File: src/rtl/pes_video_payload_extractor_core_assert.svh
// Assertion macros shared by the extractor RTL.
`ifndef PES_VIDEO_PAYLOAD_EXTRACTOR_CORE_ASSERT_SVH
`define PES_VIDEO_PAYLOAD_EXTRACTOR_CORE_ASSERT_SVH

// Same-cycle implication, disabled while reset is low.
`define PVPE_ASSERT_NOW(label, clk, rstn, ante, cons, msg) \
    label: assert property (@(posedge clk) disable iff (!rstn) (ante) |-> (cons)) \
        else $error(msg);

// Next-cycle implication, disabled while reset is low.
`define PVPE_ASSERT_NEXT(label, clk, rstn, ante, cons, msg) \
    label: assert property (@(posedge clk) disable iff (!rstn) (ante) |=> (cons)) \
        else $error(msg);

`endif

File: src/rtl/pvpe_pkg.sv
// Types and constants of the PES video payload extractor.
package pvpe_pkg;

    localparam int MAX_BUFFER = 65536;
    localparam int MIN_LENGTH = 188;

    localparam int TDATA_IN_W  = 8;
    localparam int TDATA_OUT_W = 32;
    localparam int PADDR_W     = 3;

    // register index taken from paddr[2]
    localparam logic REG_IDX_BUF_LEN = 1'b0;

    localparam logic [23:0] START_CODE  = 24'h000001;
    localparam logic [23:0] WINDOW_IDLE = 24'hFFFFFF;
    localparam logic [3:0]  VIDEO_NIB   = 4'hE;
    localparam logic [1:0]  M2_MARK     = 2'b10;
    localparam logic [1:0]  STD_MARK    = 2'b01;
    localparam logic [3:0]  PTS_NIB     = 4'h2;
    localparam logic [3:0]  PTSDTS_NIB  = 4'h3;
    localparam logic [7:0]  STUFF_BYTE  = 8'hFF;
    localparam logic [7:0]  PRIV_ID_LO  = 8'hBD;
    localparam logic [7:0]  PRIV_ID_HI  = 8'hDF;

    localparam logic [1:0] ST_OK      = 2'd0;
    localparam logic [1:0] ST_BAD_LEN = 2'd1;
    localparam logic [1:0] ST_SHORT   = 2'd2;
    localparam logic [1:0] ST_NOT_PES = 2'd3;

    typedef enum logic [3:0] {
        PH_FIRST    = 4'd0,
        PH_SCAN     = 4'd1,
        PH_ID       = 4'd2,
        PH_LENHI    = 4'd3,
        PH_LENLO    = 4'd4,
        PH_SKIP     = 4'd5,
        PH_HDR      = 4'd6,
        PH_M2FLAGS  = 4'd7,
        PH_M2HLEN   = 4'd8,
        PH_M1STUFF  = 4'd9,
        PH_M1STD    = 4'd10,
        PH_M1PTS    = 4'd11,
        PH_HDRSKIP  = 4'd12,
        PH_PAYLOAD  = 4'd13,
        PH_HALT     = 4'd14
    } phase_t;

    typedef struct packed {
        logic [1:0]  status;
        logic [15:0] payload_length;
        logic        is_end;
        logic        has_byte;
        logic [7:0]  payload_byte;
    } result_t;

endpackage

File: src/rtl/pvpe_parse.sv
// Front end: PES parser, one byte per accepted request.
`include "pes_video_payload_extractor_core_assert.svh"

module pvpe_parse (
    input  logic              aclk,
    input  logic              aresetn,
    input  logic [15:0]       cfg_len,
    input  logic              in_valid,
    input  logic              in_ready,
    input  logic [7:0]        in_byte,
    input  logic              in_last,
    output logic              res_valid,
    output pvpe_pkg::result_t res
);
    import pvpe_pkg::*;

    logic [15:0] pos_reg, pos_next;
    logic [23:0] win_reg, win_next;
    phase_t      phase_reg, phase_next;
    logic [15:0] prem_reg, prem_next;
    logic [15:0] skip_reg, skip_next;
    logic [7:0]  sid_reg, sid_next;
    logic [15:0] ecnt_reg, ecnt_next;
    logic [1:0]  rstat_reg, rstat_next;

    logic [15:0] len_eff;
    logic        acc;
    logic        pre_halt;
    logic        active;
    logic        emit;
    logic [23:0] win_shift;
    logic [16:0] pos_x;
    logic [16:0] len_x;
    logic        stuff_take, std_take, pts_take, dts_take;
    logic        do_pts;
    logic        fin_go;
    logic [8:0]  fin_sub;
    logic        fin_k2;
    logic [7:0]  fin_skip;
    logic signed [18:0] fin_len;
    logic [17:0] fin_end;
    logic [17:0] fin_cnt;
    logic        fin_bad;
    logic [15:0] skip_dec;
    logic [15:0] prem_dec;
    logic [15:0] lenlo_val;
    logic [1:0]  st;

    assign len_eff = ({16'b0, cfg_len} > 32'(MAX_BUFFER)) ? 16'(MAX_BUFFER) : cfg_len;
    assign acc     = in_valid && in_ready;
    assign pos_x   = {1'b0, pos_reg};
    assign len_x   = {1'b0, len_eff};

    assign win_shift = {win_reg[15:0], in_byte};
    assign skip_dec  = skip_reg - 16'd1;
    assign prem_dec  = prem_reg - 16'd1;
    assign lenlo_val = {prem_reg[15:8], in_byte};

    // MPEG-1 header field detection
    assign stuff_take = (prem_reg != 16'd0) && (in_byte == STUFF_BYTE);
    assign std_take   = (pos_x + 17'd2 <= len_x) && (prem_reg >= 16'd2)
                        && (in_byte[7:6] == STD_MARK);
    assign pts_take   = (pos_x + 17'd5 <= len_x) && (prem_reg >= 16'd5)
                        && (in_byte[7:4] == PTS_NIB);
    assign dts_take   = (pos_x + 17'd10 <= len_x) && (prem_reg >= 16'd10)
                        && (in_byte[7:4] == PTSDTS_NIB);

    // header close: remaining payload and buffer-end checks
    assign fin_len = $signed({3'b0, prem_reg}) - $signed({10'b0, fin_sub});
    assign fin_end = {2'b0, pos_reg} + {2'b0, prem_reg} - (fin_k2 ? 18'd2 : 18'd0);
    assign fin_cnt = {2'b0, ecnt_reg} + fin_len[17:0];
    assign fin_bad = fin_len[18] || (fin_cnt > {2'b0, len_eff})
                     || (fin_end > {2'b0, len_eff});

    always_comb begin
        pos_next   = pos_reg;
        win_next   = win_reg;
        phase_next = phase_reg;
        prem_next  = prem_reg;
        skip_next  = skip_reg;
        sid_next   = sid_reg;
        ecnt_next  = ecnt_reg;
        rstat_next = rstat_reg;
        emit       = 1'b0;
        do_pts     = 1'b0;
        fin_go     = 1'b0;
        fin_sub    = 9'd0;
        fin_k2     = 1'b0;
        fin_skip   = 8'd0;
        st         = ST_OK;

        pre_halt = (phase_reg == PH_FIRST) && (pos_reg == 16'd0)
                   && ({16'b0, len_eff} < 32'(MIN_LENGTH));
        if (pre_halt) begin
            phase_next = PH_HALT;
            rstat_next = ST_SHORT;
        end

        active = (pos_reg < len_eff) && (phase_reg != PH_HALT) && !pre_halt;

        if (active) begin
            unique case (phase_reg)
                PH_FIRST: begin
                    win_next = win_shift;
                    if (pos_reg < 16'd2) begin
                        if (in_byte != 8'd0) begin
                            phase_next = PH_HALT;
                            rstat_next = ST_NOT_PES;
                        end
                    end else if (pos_reg == 16'd2) begin
                        if (in_byte != 8'd1) begin
                            phase_next = PH_HALT;
                            rstat_next = ST_NOT_PES;
                        end
                    end else if (in_byte[7:4] != VIDEO_NIB) begin
                        phase_next = PH_HALT;
                        rstat_next = ST_NOT_PES;
                    end else begin
                        sid_next   = in_byte;
                        phase_next = (len_eff > 16'd6) ? PH_LENHI : PH_SCAN;
                    end
                end
                PH_SCAN: begin
                    win_next = win_shift;
                    if (win_shift == START_CODE && pos_x + 17'd4 < len_x) begin
                        phase_next = PH_ID;
                    end
                end
                PH_ID: begin
                    win_next = win_shift;
                    sid_next = in_byte;
                    if (in_byte[7:4] == VIDEO_NIB
                        || (in_byte >= PRIV_ID_LO && in_byte <= PRIV_ID_HI)) begin
                        phase_next = PH_LENHI;
                    end else begin
                        phase_next = PH_SCAN;
                    end
                end
                PH_LENHI: begin
                    prem_next  = {in_byte, 8'h00};
                    phase_next = PH_LENLO;
                end
                PH_LENLO: begin
                    prem_next = lenlo_val;
                    if (sid_reg[7:4] == VIDEO_NIB) begin
                        phase_next = PH_HDR;
                    end else if (lenlo_val == 16'd0) begin
                        win_next   = WINDOW_IDLE;
                        phase_next = PH_SCAN;
                    end else begin
                        skip_next  = lenlo_val;
                        phase_next = PH_SKIP;
                    end
                end
                PH_SKIP: begin
                    skip_next = skip_dec;
                    if (skip_dec == 16'd0) begin
                        win_next   = WINDOW_IDLE;
                        phase_next = PH_SCAN;
                    end
                end
                PH_HDR, PH_M1STUFF: begin
                    if (phase_reg == PH_HDR && in_byte[7:6] == M2_MARK) begin
                        phase_next = PH_M2FLAGS;
                    end else if (stuff_take) begin
                        prem_next  = prem_dec;
                        phase_next = PH_M1STUFF;
                    end else if (std_take) begin
                        prem_next  = prem_reg - 16'd2;
                        phase_next = PH_M1STD;
                    end else begin
                        do_pts = 1'b1;
                    end
                end
                PH_M2FLAGS: begin
                    phase_next = PH_M2HLEN;
                end
                PH_M2HLEN: begin
                    if ({8'b0, in_byte} >= len_eff) begin
                        phase_next = PH_HALT;
                        rstat_next = ST_BAD_LEN;
                    end else begin
                        fin_go   = 1'b1;
                        fin_sub  = 9'd3 + {1'b0, in_byte};
                        fin_k2   = 1'b1;
                        fin_skip = in_byte;
                    end
                end
                PH_M1STD: begin
                    phase_next = PH_M1PTS;
                end
                PH_M1PTS: begin
                    do_pts = 1'b1;
                end
                PH_HDRSKIP: begin
                    skip_next = skip_dec;
                    if (skip_dec == 16'd0) begin
                        if (prem_reg != 16'd0) begin
                            phase_next = PH_PAYLOAD;
                        end else begin
                            win_next   = WINDOW_IDLE;
                            phase_next = PH_SCAN;
                        end
                    end
                end
                PH_PAYLOAD: begin
                    emit      = 1'b1;
                    ecnt_next = ecnt_reg + 16'd1;
                    prem_next = prem_dec;
                    if (prem_dec == 16'd0) begin
                        win_next   = WINDOW_IDLE;
                        phase_next = PH_SCAN;
                    end
                end
                PH_HALT: begin
                end
                default: begin
                    phase_next = PH_HALT;
                    rstat_next = ST_BAD_LEN;
                end
            endcase
        end

        // PTS / PTS+DTS / marker byte, or an empty MPEG-1 packet
        if (do_pts) begin
            if (pts_take) begin
                fin_go   = 1'b1;
                fin_sub  = 9'd5;
                fin_skip = 8'd4;
            end else if (dts_take) begin
                fin_go   = 1'b1;
                fin_sub  = 9'd10;
                fin_skip = 8'd9;
            end else if (prem_reg != 16'd0) begin
                fin_go  = 1'b1;
                fin_sub = 9'd1;
            end else begin
                win_next   = {16'hFFFF, in_byte};
                phase_next = PH_SCAN;
            end
        end

        if (fin_go) begin
            if (fin_bad) begin
                phase_next = PH_HALT;
                rstat_next = ST_BAD_LEN;
            end else begin
                prem_next = fin_len[15:0];
                skip_next = {8'b0, fin_skip};
                if (fin_skip != 8'd0) begin
                    phase_next = PH_HDRSKIP;
                end else if (fin_len != 19'sd0) begin
                    phase_next = PH_PAYLOAD;
                end else begin
                    win_next   = WINDOW_IDLE;
                    phase_next = PH_SCAN;
                end
            end
        end

        if (pos_reg != 16'hFFFF) begin
            pos_next = pos_reg + 16'd1;
        end

        // closing status from the state after this byte
        st = rstat_next;
        if (rstat_next == ST_OK) begin
            unique case (phase_next) inside
                PH_FIRST: begin
                    st = ST_NOT_PES;
                end
                PH_HDR, PH_M2FLAGS, PH_M2HLEN, PH_M1STD, PH_HDRSKIP, PH_PAYLOAD: begin
                    st = ST_BAD_LEN;
                end
                PH_M1STUFF, PH_M1PTS: begin
                    if (prem_next != 16'd0) begin
                        st = ST_BAD_LEN;
                    end
                end
                default: begin
                end
            endcase
        end

        res.payload_byte   = emit ? in_byte : 8'd0;
        res.has_byte       = emit;
        res.is_end         = in_last;
        res.payload_length = in_last ? ecnt_next : 16'd0;
        res.status         = in_last ? st : ST_OK;
        res_valid          = acc && (emit || in_last);

        if (in_last) begin
            pos_next   = 16'd0;
            win_next   = WINDOW_IDLE;
            phase_next = PH_FIRST;
            prem_next  = 16'd0;
            skip_next  = 16'd0;
            sid_next   = 8'd0;
            ecnt_next  = 16'd0;
            rstat_next = ST_OK;
        end
    end

    always_ff @(posedge aclk) begin
        if (!aresetn) begin
            pos_reg   <= 16'd0;
            win_reg   <= WINDOW_IDLE;
            phase_reg <= PH_FIRST;
            prem_reg  <= 16'd0;
            skip_reg  <= 16'd0;
            sid_reg   <= 8'd0;
            ecnt_reg  <= 16'd0;
            rstat_reg <= ST_OK;
        end else if (acc) begin
            pos_reg   <= pos_next;
            win_reg   <= win_next;
            phase_reg <= phase_next;
            prem_reg  <= prem_next;
            skip_reg  <= skip_next;
            sid_reg   <= sid_next;
            ecnt_reg  <= ecnt_next;
            rstat_reg <= rstat_next;
        end
    end

    `PVPE_ASSERT_NEXT(a_end_clears, aclk, aresetn, acc && in_last,
        pos_reg == 16'd0 && phase_reg == PH_FIRST && ecnt_reg == 16'd0,
        "buffer state not cleared after closing byte")
    `PVPE_ASSERT_NOW(a_byte_from_payload, aclk, aresetn, res_valid && res.has_byte,
        phase_reg == PH_PAYLOAD, "payload byte emitted outside payload phase")
    `PVPE_ASSERT_NOW(a_halt_has_status, aclk, aresetn, phase_reg == PH_HALT,
        rstat_reg != ST_OK, "halted without an error status")

endmodule

File: src/rtl/pvpe_queue.sv
// Small result queue between the parser and the output stage.
`include "pes_video_payload_extractor_core_assert.svh"

module pvpe_queue #(
    parameter int DEPTH = 2
) (
    input  logic              aclk,
    input  logic              aresetn,
    input  logic              push,
    input  pvpe_pkg::result_t push_data,
    output logic              full,
    input  logic              pop,
    output logic              not_empty,
    output pvpe_pkg::result_t rd_data
);
    import pvpe_pkg::*;

    localparam int PW = (DEPTH > 1) ? $clog2(DEPTH) : 1;
    localparam int CW = $clog2(DEPTH + 1);

    result_t       slot_reg [DEPTH];
    logic [PW-1:0] wr_ptr_reg, wr_ptr_next;
    logic [PW-1:0] rd_ptr_reg, rd_ptr_next;
    logic [CW-1:0] cnt_reg, cnt_next;

    assign full      = (cnt_reg == CW'(DEPTH));
    assign not_empty = (cnt_reg != '0);
    assign rd_data   = slot_reg[rd_ptr_reg];

    always_comb begin
        wr_ptr_next = wr_ptr_reg;
        rd_ptr_next = rd_ptr_reg;
        cnt_next    = cnt_reg;
        if (push) begin
            wr_ptr_next = (wr_ptr_reg == PW'(DEPTH - 1)) ? '0 : wr_ptr_reg + PW'(1);
        end
        if (pop) begin
            rd_ptr_next = (rd_ptr_reg == PW'(DEPTH - 1)) ? '0 : rd_ptr_reg + PW'(1);
        end
        if (push && !pop) begin
            cnt_next = cnt_reg + CW'(1);
        end else if (pop && !push) begin
            cnt_next = cnt_reg - CW'(1);
        end
    end

    always_ff @(posedge aclk) begin
        if (!aresetn) begin
            wr_ptr_reg <= '0;
            rd_ptr_reg <= '0;
            cnt_reg    <= '0;
        end else begin
            wr_ptr_reg <= wr_ptr_next;
            rd_ptr_reg <= rd_ptr_next;
            cnt_reg    <= cnt_next;
        end
    end

    always_ff @(posedge aclk) begin
        if (push) begin
            slot_reg[wr_ptr_reg] <= push_data;
        end
    end

    `PVPE_ASSERT_NOW(a_cnt_bound, aclk, aresetn, 1'b1, cnt_reg <= CW'(DEPTH),
        "queue count beyond depth")
    `PVPE_ASSERT_NOW(a_pop_nonempty, aclk, aresetn, pop, cnt_reg != '0,
        "pop from empty queue")
    `PVPE_ASSERT_NEXT(a_pop_drains, aclk, aresetn, pop && !push,
        cnt_reg == $past(cnt_reg) - CW'(1), "pop without push did not drain one")

endmodule

File: src/rtl/pvpe_out.sv
// Back end: output register driving the result stream.
module pvpe_out (
    input  logic                               aclk,
    input  logic                               aresetn,
    input  logic                               q_valid,
    input  pvpe_pkg::result_t                  q_data,
    output logic                               q_pop,
    output logic                               m_tvalid,
    input  logic                               m_tready,
    output logic [pvpe_pkg::TDATA_OUT_W-1:0]   m_tdata,
    output logic                               m_tuser,
    output logic                               m_tlast
);
    import pvpe_pkg::*;

    logic                   valid_reg, valid_next;
    logic [TDATA_OUT_W-1:0] data_reg;
    logic                   user_reg;
    logic                   last_reg;

    assign q_pop = q_valid && (!valid_reg || m_tready);

    always_comb begin
        valid_next = valid_reg;
        if (q_pop) begin
            valid_next = 1'b1;
        end else if (m_tready) begin
            valid_next = 1'b0;
        end
    end

    always_ff @(posedge aclk) begin
        if (!aresetn) begin
            valid_reg <= 1'b0;
        end else begin
            valid_reg <= valid_next;
        end
    end

    // tdata: payload_byte, payload_length, status, zero fill
    always_ff @(posedge aclk) begin
        if (q_pop) begin
            data_reg <= {6'b0, q_data.status, q_data.payload_length, q_data.payload_byte};
            user_reg <= q_data.has_byte;
            last_reg <= q_data.is_end;
        end
    end

    assign m_tvalid = valid_reg;
    assign m_tdata  = data_reg;
    assign m_tuser  = user_reg;
    assign m_tlast  = last_reg;

endmodule

File: src/rtl/pes_video_payload_extractor_core.sv
// Top level of the PES video payload extractor.
//
// Usage:
//  - Write buffer_length (APB, byte address 0, bits 15:0) while the block is idle,
//    then stream the buffer on the s_ channel, one byte per request, tlast on the
//    final byte.
//  - The m_ channel carries one request per payload byte (tuser high) and one
//    closing request (tlast high) with the payload count and status; both may
//    share one request when the final byte is also a payload byte.
//  - Throughput: one input byte per clock while the queue has room. The parser
//    decides a byte in the cycle it is accepted.
//  - A result is written into the queue at the edge that accepts its byte, then
//    moves into the output register when that register is empty or being taken.
//  - A receiver stall fills the result queue (QUEUE_DEPTH entries) and the output
//    register; s_tready drops only when the queue is full. Skipped or header bytes
//    make no result and are accepted freely while space remains.
//  - Reset (aresetn low, synchronous) clears buffer_length, parser state, queue
//    and output valid. After each closing byte the parser returns to its start
//    state on its own; buffer_length keeps its value.
//  - Status: 0 ok, 1 stopped on bad length, 2 too short, 3 not video PES.
module pes_video_payload_extractor_core #(
    parameter int QUEUE_DEPTH = 2
) (
    input  logic                               aclk,
    input  logic                               aresetn,
    // APB configuration
    input  logic                               psel,
    input  logic                               penable,
    input  logic                               pwrite,
    input  logic [pvpe_pkg::PADDR_W-1:0]       paddr,
    input  logic [31:0]                        pwdata,
    output logic [31:0]                        prdata,
    output logic                               pready,
    // input stream
    input  logic                               s_tvalid,
    output logic                               s_tready,
    input  logic [pvpe_pkg::TDATA_IN_W-1:0]    s_tdata,   // [7:0] data_byte
    input  logic                               s_tlast,   // last
    // result stream
    output logic                               m_tvalid,
    input  logic                               m_tready,
    output logic [pvpe_pkg::TDATA_OUT_W-1:0]   m_tdata,   // [7:0] payload_byte,
                                                          // [23:8] payload_length,
                                                          // [25:24] status, zero above
    output logic                               m_tuser,   // [0] has_byte
    output logic                               m_tlast    // is_end
);
    import pvpe_pkg::*;

    logic [15:0] buf_len_reg;
    logic        cfg_wr;
    logic        q_full;
    logic        q_not_empty;
    logic        q_pop;
    logic        res_valid;
    result_t     res;
    result_t     q_data;

    // config register: written in the APB access phase
    assign pready = 1'b1;
    assign cfg_wr = psel && penable && pwrite && pready;

    always_ff @(posedge aclk) begin
        if (!aresetn) begin
            buf_len_reg <= 16'd0;
        end else if (cfg_wr && paddr[2] == REG_IDX_BUF_LEN) begin
            buf_len_reg <= pwdata[15:0];
        end
    end

    assign prdata = (paddr[2] == REG_IDX_BUF_LEN) ? {16'b0, buf_len_reg} : 32'd0;

    // front end takes a byte whenever the queue has room
    assign s_tready = !q_full;

    pvpe_parse u_parse (
        .aclk      (aclk),
        .aresetn   (aresetn),
        .cfg_len   (buf_len_reg),
        .in_valid  (s_tvalid),
        .in_ready  (s_tready),
        .in_byte   (s_tdata),
        .in_last   (s_tlast),
        .res_valid (res_valid),
        .res       (res)
    );

    pvpe_queue #(
        .DEPTH (QUEUE_DEPTH)
    ) u_queue (
        .aclk      (aclk),
        .aresetn   (aresetn),
        .push      (res_valid),
        .push_data (res),
        .full      (q_full),
        .pop       (q_pop),
        .not_empty (q_not_empty),
        .rd_data   (q_data)
    );

    pvpe_out u_out (
        .aclk     (aclk),
        .aresetn  (aresetn),
        .q_valid  (q_not_empty),
        .q_data   (q_data),
        .q_pop    (q_pop),
        .m_tvalid (m_tvalid),
        .m_tready (m_tready),
        .m_tdata  (m_tdata),
        .m_tuser  (m_tuser),
        .m_tlast  (m_tlast)
    );

endmodule

File: config.mk
export PLATFORM = sky130hd
export DESIGN_NAME = pes_video_payload_extractor_core
export DESIGN_NICKNAME = d
export VERILOG_FILES = /design/src/rtl/pvpe_pkg.sv /design/src/rtl/pvpe_parse.sv /design/src/rtl/pvpe_queue.sv /design/src/rtl/pvpe_out.sv /design/src/rtl/pes_video_payload_extractor_core.sv
export VERILOG_INCLUDE_DIRS = /design/src /design/src/rtl
export SDC_FILE = /design/constraint.sdc
export NUM_CORES = 1
export LEC_CHECK = 0
export BUFFER_PORTS_ARGS = -buffer_cell sky130_fd_sc_hd__buf_2
export CAP_MARGIN = 20
export CORE_MARGIN = 10
export CORE_UTILIZATION = 50
export DETAILED_ROUTE_END_ITERATION = 8
export GPL_TIMING_DRIVEN = 0
export PLACE_DENSITY = 0.76
export SLEW_MARGIN = 20
export SYNTH_ARGS = -nofsm -noshare
export SYNTH_HDL_FRONTEND = slang
export SYNTH_SLANG_ARGS = --single-unit
export TNS_END_PERCENT = 20
File: constraint.sdc
create_clock -name aclk -period 8.55 [get_ports aclk]
set_input_delay 0.855 -clock aclk [delete_from_list [all_inputs] [get_ports aclk]]
set_output_delay 0.855 -clock aclk [all_outputs]
set_load 0.01 [all_outputs]
## After elaboration in Yosys (flattened, before gate mapping)

Memories as Yosys holds them, arrays and structs flattened. A register that Yosys moved wholly into a read port is not among the register bits.
Index checks and enable logic that the tools add are counted.

| operators by class | value |
|---|---|
| add/sub/neg operators | 18 |
| $lt $le $gt $ge | 16 |
| eq/ne operators | 39 |
| mux-type cells | 128 |
| bitwise gates (word level) | 1 |
| reductions and logical operators | 59 |

Operator list:

| cell | number |
|---|---|
| 24-bit two-way mux | 16 |
| 16-bit two-way mux | 20 |
| 24-bit case mux with 5 select lines | 1 |
| 4-bit two-way mux | 26 |
| 8-bit two-way mux | 12 |
| 16-bit zero test | 4 |
| 16-bit case mux with 4 select lines | 1 |
| 9-bit two-way mux | 7 |
| 4-bit == test (second input constant) | 15 |
| 4-bit case mux with 13 select lines | 1 |
| 17-bit by 16-bit less-or-equal comparator with 1-bit output | 3 |
| 2-bit two-way mux | 19 |
| 18-bit by 16-bit greater-than comparator with 1-bit output | 2 |
| 16-bit by 3-bit adder with 17-bit output (second input constant) | 2 |
| 16-bit by 1-bit adder with 16-bit output (second input constant) | 2 |
| 16-bit case mux with 2 select lines | 1 |
| 16-bit nonzero test | 2 |
| 16-bit by 1-bit subtractor with 16-bit output (second input constant) | 2 |
| 24-bit by 1-bit == test with 1-bit output (second input constant) | 1 |
| 4-bit by 3-bit == test with 1-bit output (second input constant) | 6 |
| 1-bit logical AND | 22 |
| 1-bit two-way mux | 19 |
| 19-bit nonzero test | 1 |
| 16-bit by 18-bit adder with 18-bit output | 1 |
| 49 further kinds | 75 |

| word-level totals | value |
|---|---|
| register bits | 123 |
| memory bits (writable) | 56 |
| input bits | 51 |
| output and inout bits | 69 |
| word-level logic and storage cells | 275 |
| memories kept | 1 |

Memories:

| name | depth | bits a word | read ports | clocked after memory_dff | write ports | line | source |
|---|---|---|---|---|---|---|---|
| u_queue.slot_reg | 2 | 28 | 1 | 1 | 1 | pvpe_queue.sv:21 | `result_t slot_reg [DEPTH];` |

## Longest topological paths before layout

| logic depth | value |
|---|---|
| word-level depth | 22 |
| mapped depth | 50 |
| depth with buffers taken out | 47 |

## Cells and area by module

From an unflattened synthesis, not the netlist that was laid out.

| unflattened totals | value |
|---|---|
| cells, all modules | 2,302 |
| area total of the unflattened synthesis | 18,549.0 um2 |

By module, submodules not included:

| module | times used | cells an instance | area each (um2) | seq. area each (um2) |
|---|---|---|---|---|
| pvpe_parse | 1 | 2,047 | 14,455.1 | 1,801.7 |
| pvpe_queue | 1 | 109 | 2,245.9 | 1,781.7 |
| pvpe_out | 1 | 39 | 937.1 | 860.8 |
| pes_video_payload_extractor_core | 1 | 107 | 910.9 | 320.3 |

## Worst setup path after synthesis

OpenSTA, ideal clock, no wires.

| timing path | value |
|---|---|
| kind | flip-flop to flip-flop |
| start | register u_parse.pos_reg[9] |
| end | memory u_queue.slot_reg[0][26] (netlist name), data pin |
| setup time | 0.269 ns |
| arrival time | 8.739 ns |
| data required time | 8.281 ns |
| setup slack | -0.458 ns |
| cell stages (with the launch flop) | 47 |
| buffers on the path | 1 |
| clock period less this slack | 9.008 ns |
| cells stage by stage | dfxtp_1 clkbuf_1 nand3_1 nor2_1 nand3_1 or2_2 nor2_1 xor2_1 ha_1 nand3_1 nor4_1 a21bo_2 o2111ai_1 a21oi_2 a21oi_1 and2_1 a21o_1 inv_1 [11 not listed] a21oi_1 nand2_1 a31oi_1 o21bai_1 a21oi_1 xnor2_1 ha_1 and4_1 nand3_1 or4_1 o31ai_1 o211ai_1 nor4b_1 a32oi_1 nor2_1 o2111ai_1 nand3b_1 a31oi_1 |

RTL lines:

| item | line | source |
|---|---|---|
| start: declaration | pvpe_parse.sv:17 | `logic [15:0] pos_reg, pos_next;` |
| start signal: assignment | pvpe_parse.sv:315 | `pos_reg <= pos_next;` |
| end: declaration | pvpe_queue.sv:21 |  |

## Final worst setup path

| timing path | value |
|---|---|
| start | register buf_len_reg[11] |
| end | register u_parse.prem_reg[12] |

| on the way | value |
|---|---|
| word-level cells in the longest chain between the ends | 17 |
| elaborated cells on any way between the ends | 51 |
| classes of those cells | add/sub: 3; order compare: 8; mux: 28; reduce/logical: 12 |

Ends and longest elaborated chain:

| item | line | source |
|---|---|---|
| start: declaration | pes_video_payload_extractor_core.sv:50 | `logic [15:0] buf_len_reg;` |
| start signal: assignment | pes_video_payload_extractor_core.sv:67 | `buf_len_reg <= pwdata[15:0];` |
| 17-bit by 16-bit less-or-equal comparator with 1-bit output / 16-bit by 8-bit less-than comparator with 1-bit output (equally long branches) | pvpe_parse.sv:61, pvpe_parse.sv:93 |  |
| 1-bit logical AND, on equally long branches | pvpe_parse.sv:61, pvpe_parse.sv:93 |  |
| 1-bit logical AND / 1-bit zero test (equally long branches) | pvpe_parse.sv:62, pvpe_parse.sv:99 |  |
| 1-bit two-way mux / 1-bit logical AND (equally long branches) | pvpe_parse.sv:168, pvpe_parse.sv:99 |  |
| 1-bit two-way mux / 9-bit two-way mux (equally long branches) | pvpe_parse.sv:165, pvpe_parse.sv:101 |  |
| 1-bit two-way mux / 9-bit two-way mux (equally long branches) | pvpe_parse.sv:163, pvpe_parse.sv:234 |  |
| 1-bit case mux with 2 select lines / 9-bit two-way mux (equally long branches) | pvpe_parse.sv:102, pvpe_parse.sv:230 |  |
| 1-bit two-way mux / 9-bit two-way mux (equally long branches) | pvpe_parse.sv:101, pvpe_parse.sv:226 |  |
| 9-bit two-way mux | pvpe_parse.sv:225 | `if (do_pts) begin` |
| 16-bit by 9-bit subtractor with 17-bit output | pvpe_parse.sv:69 | `assign fin_len = $signed({3'b0, prem_reg}) - $signed({10'b0, fin_sub});` |
| 16-bit by 18-bit adder with 18-bit output | pvpe_parse.sv:71 | `assign fin_cnt = {2'b0, ecnt_reg} + fin_len[17:0];` |
| 18-bit by 16-bit greater-than comparator with 1-bit output | pvpe_parse.sv:72 | `assign fin_bad = fin_len[18] \|\| (fin_cnt > {2'b0, len_eff})` |
| 1-bit logical OR | pvpe_parse.sv:72 |  |
| 1-bit logical OR | pvpe_parse.sv:73 | `\|\| (fin_end > {2'b0, len_eff});` |
| 16-bit two-way mux | pvpe_parse.sv:244 | `if (fin_bad) begin` |
| 16-bit two-way mux * | pvpe_parse.sv:243 | `if (fin_go) begin` |
| 16-bit two-way mux * | pvpe_parse.sv:292 | `if (in_last) begin` |
| end signal: assignment | pvpe_parse.sv:318 | `prem_reg <= prem_next;` |
| end: declaration | pvpe_parse.sv:20 | `logic [15:0] prem_reg, prem_next;` |

Every way passes the cells marked *; elsewhere a longest branch is shown, timed or not.
A chain may end at the register's enable or synchronous reset.

==> impl_metrics.yaml <==
power:
  power_w: 0.00319
  vdd_drop_max_mv: 0.166
  p_leak_nw: 9.10
  powerDensity_nw_per_um2: 142
clocking:
  clock_sinks: 195
  htree_levels: 4
  cts_hold_buf: 0
  clock_latency_ns: 0.47
  cts-root-buf: "clkbuf_16"
  cts_buffer_depth: 2
  clk_pin_slew_ns: 0.09
  cts_tree: "done"
  cts_buffers: 17
setup_path:
  reg2reg_slack_ns: -0.47
  timing.rr.end: "u_parse.prem_reg[12]"
  crit_path_max_fanout: 10
  timing.rr.start: "buf_len_reg[11]"
  cp_slowest_cell: "inv_1"
  cp_data_arrival_time_ns: 9.43
  path_common_cell: "ha_1"
  cp-end-kind: "flip-flop"
  r2r_cells: 43
  slowest_delay_ns: 0.45
  required_ns: 8.96
  crit_path_start_kind: "flip-flop"
  criticalPathCategory: "flip-flop to flip-flop"
floorplanning:
  ioPinCount: 120
  die_area_sq_um: 45000
  design.core.area_sq_um: 36500
  dieWidth_um: 212
  start_util: 0.506
  rows: 70
  die_h_um: 212
route:
  vias: 20000
  drc: 0
  via_per_inst: 6.56
  dr.pass1.iters: 6
  ant_nets: 0
  wl_um: 75800
  drtIter0Drc: 2335
  drt-wirelength-per-cell_um: 24.9
layout:
  design_area_sq_um: 22400
  regArea_sq_um: 4790
  multiInputGateArea_sq_um: 13800
  drive_gt1_frac: 0.200
  area_delta_synth_final_pct: 21.4
  largest_register_ffs: 56
  nFillCells: 3158
  final_nets: 2796
grt:
  grt_pass1_wl_um: 114000
  grt_max_degree: 29
  antenna_found_initial: 1
  overflow: 0
  grtUsageTotal: 0.328
  grt_pass1_vias: 19400
placed_design:
  dpl_cell_area_sq_um: 19700
  gp_congestion: 1.05
  port_buffers: 77
  pre_cts_ws_ns: -2.93
  hpwl_um: 56300
synth:
  syn_avg_cell_area_sq_um: 7.93
  async_flop_share: 0
  ys_ff_latch: 195
  syn_inst: 2328
  netlist_area_sq_um: 18500
  ys_seq_area_frac: 0.257
  synth_top_flop_cell: "dfxtp_1"
  yosys_warnings: 0
  synth_cell_types: 97
  synth_edf_count: 84
timing:
  grt_setup_unrepaired: "true"
  max_freq_ghz: 0.111
  tightest_slew_ns: 1.21
  post-route-period-util: 1.05
  clock_skew_ns: 0.0161
  tns_ns: -15.10
  finalSetupViolations: 58
  setup_slack_ns: -0.467
  finalHoldViolations: 0
  fin_crit_ns: 9.02
  finalMaxSlewViolations: 0
  slew_headroom: 0.193
status:
  violations: "setup timing"
  status: "finished with violations"
hold_path:
  min-delay-start: "buf_len_reg[10]"
  hp-class: "flip-flop to flip-flop"
  holdPathEnd: "buf_len_reg[10]"
  hold_path_depth: 2
flow_run:
  maxCapViolCount: 0
[worst max-delay path by stage]
stage,startpoint,endpoint,slack [ns]
after global routing,u_parse.pos_reg[2],u_parse.skip_reg[2],-0.70
after detailed placement,u_parse.pos_reg[11],u_queue.slot_reg[0][26],-2.93
after CTS,u_parse.pos_reg[2],u_queue.slot_reg[0][26],-0.19
after floorplan,u_parse.pos_reg[11],u_queue.slot_reg[0][26],0.02
final,buf_len_reg[11],u_parse.prem_reg[12],-0.47
after global placement,u_parse.pos_reg[12],u_queue.slot_reg[0][26],-2.81
[Yosys cell counts (52+ instances only)]
| cell | count | share of area |
|---|---|---|
| xnor2_1 | 80 | 0.038 |
| nand3_1 | 63 | 0.017 |
| inv_1 | 81 | 0.016 |
| o21ai_0 | 166 | 0.045 |
| clkbuf_1 | 110 | 0.022 |
| nor2_1 | 203 | 0.041 |
| nor2b_1 | 52 | 0.018 |
| nand2_1 | 226 | 0.046 |
| ha_1 | 183 | 0.12 |
| xor2_1 | 57 | 0.027 |
| a21oi_1 | 140 | 0.038 |
| dfxtp_1 | 111 | 0.12 |
| nor3_1 | 58 | 0.016 |
| edfxtp_1 | 84 | 0.14 |
[area by class of cell]
type / count / area share
multi-input cells: 1911 / 0.617
flip-flops and latches: 195 / 0.214
repair buffers: 193 / 0.0612
plain buffers: 160 / 0.0408
well taps: 468 / 0.0261
clock buffers: 18 / 0.0191
inverters: 81 / 0.0143
clock inverters: 14 / 0.00776
diodes: 1 / 0.000112
[layout by cell type, fill, tap and decap left out, types with 23 or more instances in the layout]
master / netlist / layout
xor2_1: 57 / 54
clkbuf_16: 0 / 24
or3_1: 31 / 29
nand2_1: 226 / 217
clkbuf_1: 110 / 97
dfxtp_1: 111 / 97
a22oi_1: 40 / 38
edfxtp_1: 84 / 84
and3_1: 26 / 25
buf_2: 13 / 87
o21ai_1: 6 / 23
nand4_1: 39 / 39
inv_1: 81 / 74
nor2b_1: 52 / 50
buf_4: 24 / 134
and2_1: 47 / 45
ha_1: 183 / 169
xnor2_1: 80 / 70
nor3_1: 58 / 54
a21oi_1: 140 / 122
mux2_2: 29 / 29
nand3_1: 63 / 48
conb_1: 2 / 23
a21boi_0: 29 / 28
a31oi_1: 33 / 29
nor4_1: 26 / 23
o22ai_1: 35 / 28
nor2_1: 203 / 187
o21ai_0: 166 / 143
[repair_timing]
item / in CTS / in global routing
cloned: 0 / 2
setup buffers: 76 / 36
endpoints found under the setup margin: 58 / 58
gates resized for setup: 214 / 65
pin swaps: 79 / 77
[logic make-up after synthesis]
kind of cell / synth area share
simple gates: 0.241
compound gates: 0.229
buf+inv: 0.0556
flops: 0.257
fa+ha+maj: 0.127
xor+xnor: 0.0650
mux: 0.0247
other cells: 0.000407
[worst max-delay path, delay by kind of cell, from the launching register on]
family	cells	cell delay (ns)
AOI/OAI and AO/OA	17	3.24
and+or+nand+nor	13	2.27
buffers and inverters	7	1.52
adders and majority gates	4	1.18
xor gates and xnor gates	2	0.39
DFF	1	0.33
[report_power, final]
group	switching, W	internal, W	total (W)
clock	0.000432	0.000397	0.000829
combinational	0.000781	0.000459	0.00124
sequential	0.0000392	0.00108	0.00112
[through the flow]
stage | hold slack [ns] | util | instances
final | 0.481 | 0.614 | 3041
after global routing | 0.506 | 0.614 | 3041
after CTS | 0.482 | 0.598 | 3002
after detailed placement | 0.471 | 0.539 | 2896
after global placement | 0.465 | 0.537 | 2894
after floorplan | 0.451 | - | 2349
[per-layer routing]
metal / global-route usage / share of wire
met1: 0.396 / 0.38
met2: 0.514 / 0.44
met3: 0.0813 / 0.11
met4: 0.205 / 0.070
met5: 0 / 0
Power figures use the tool's default switching activity.
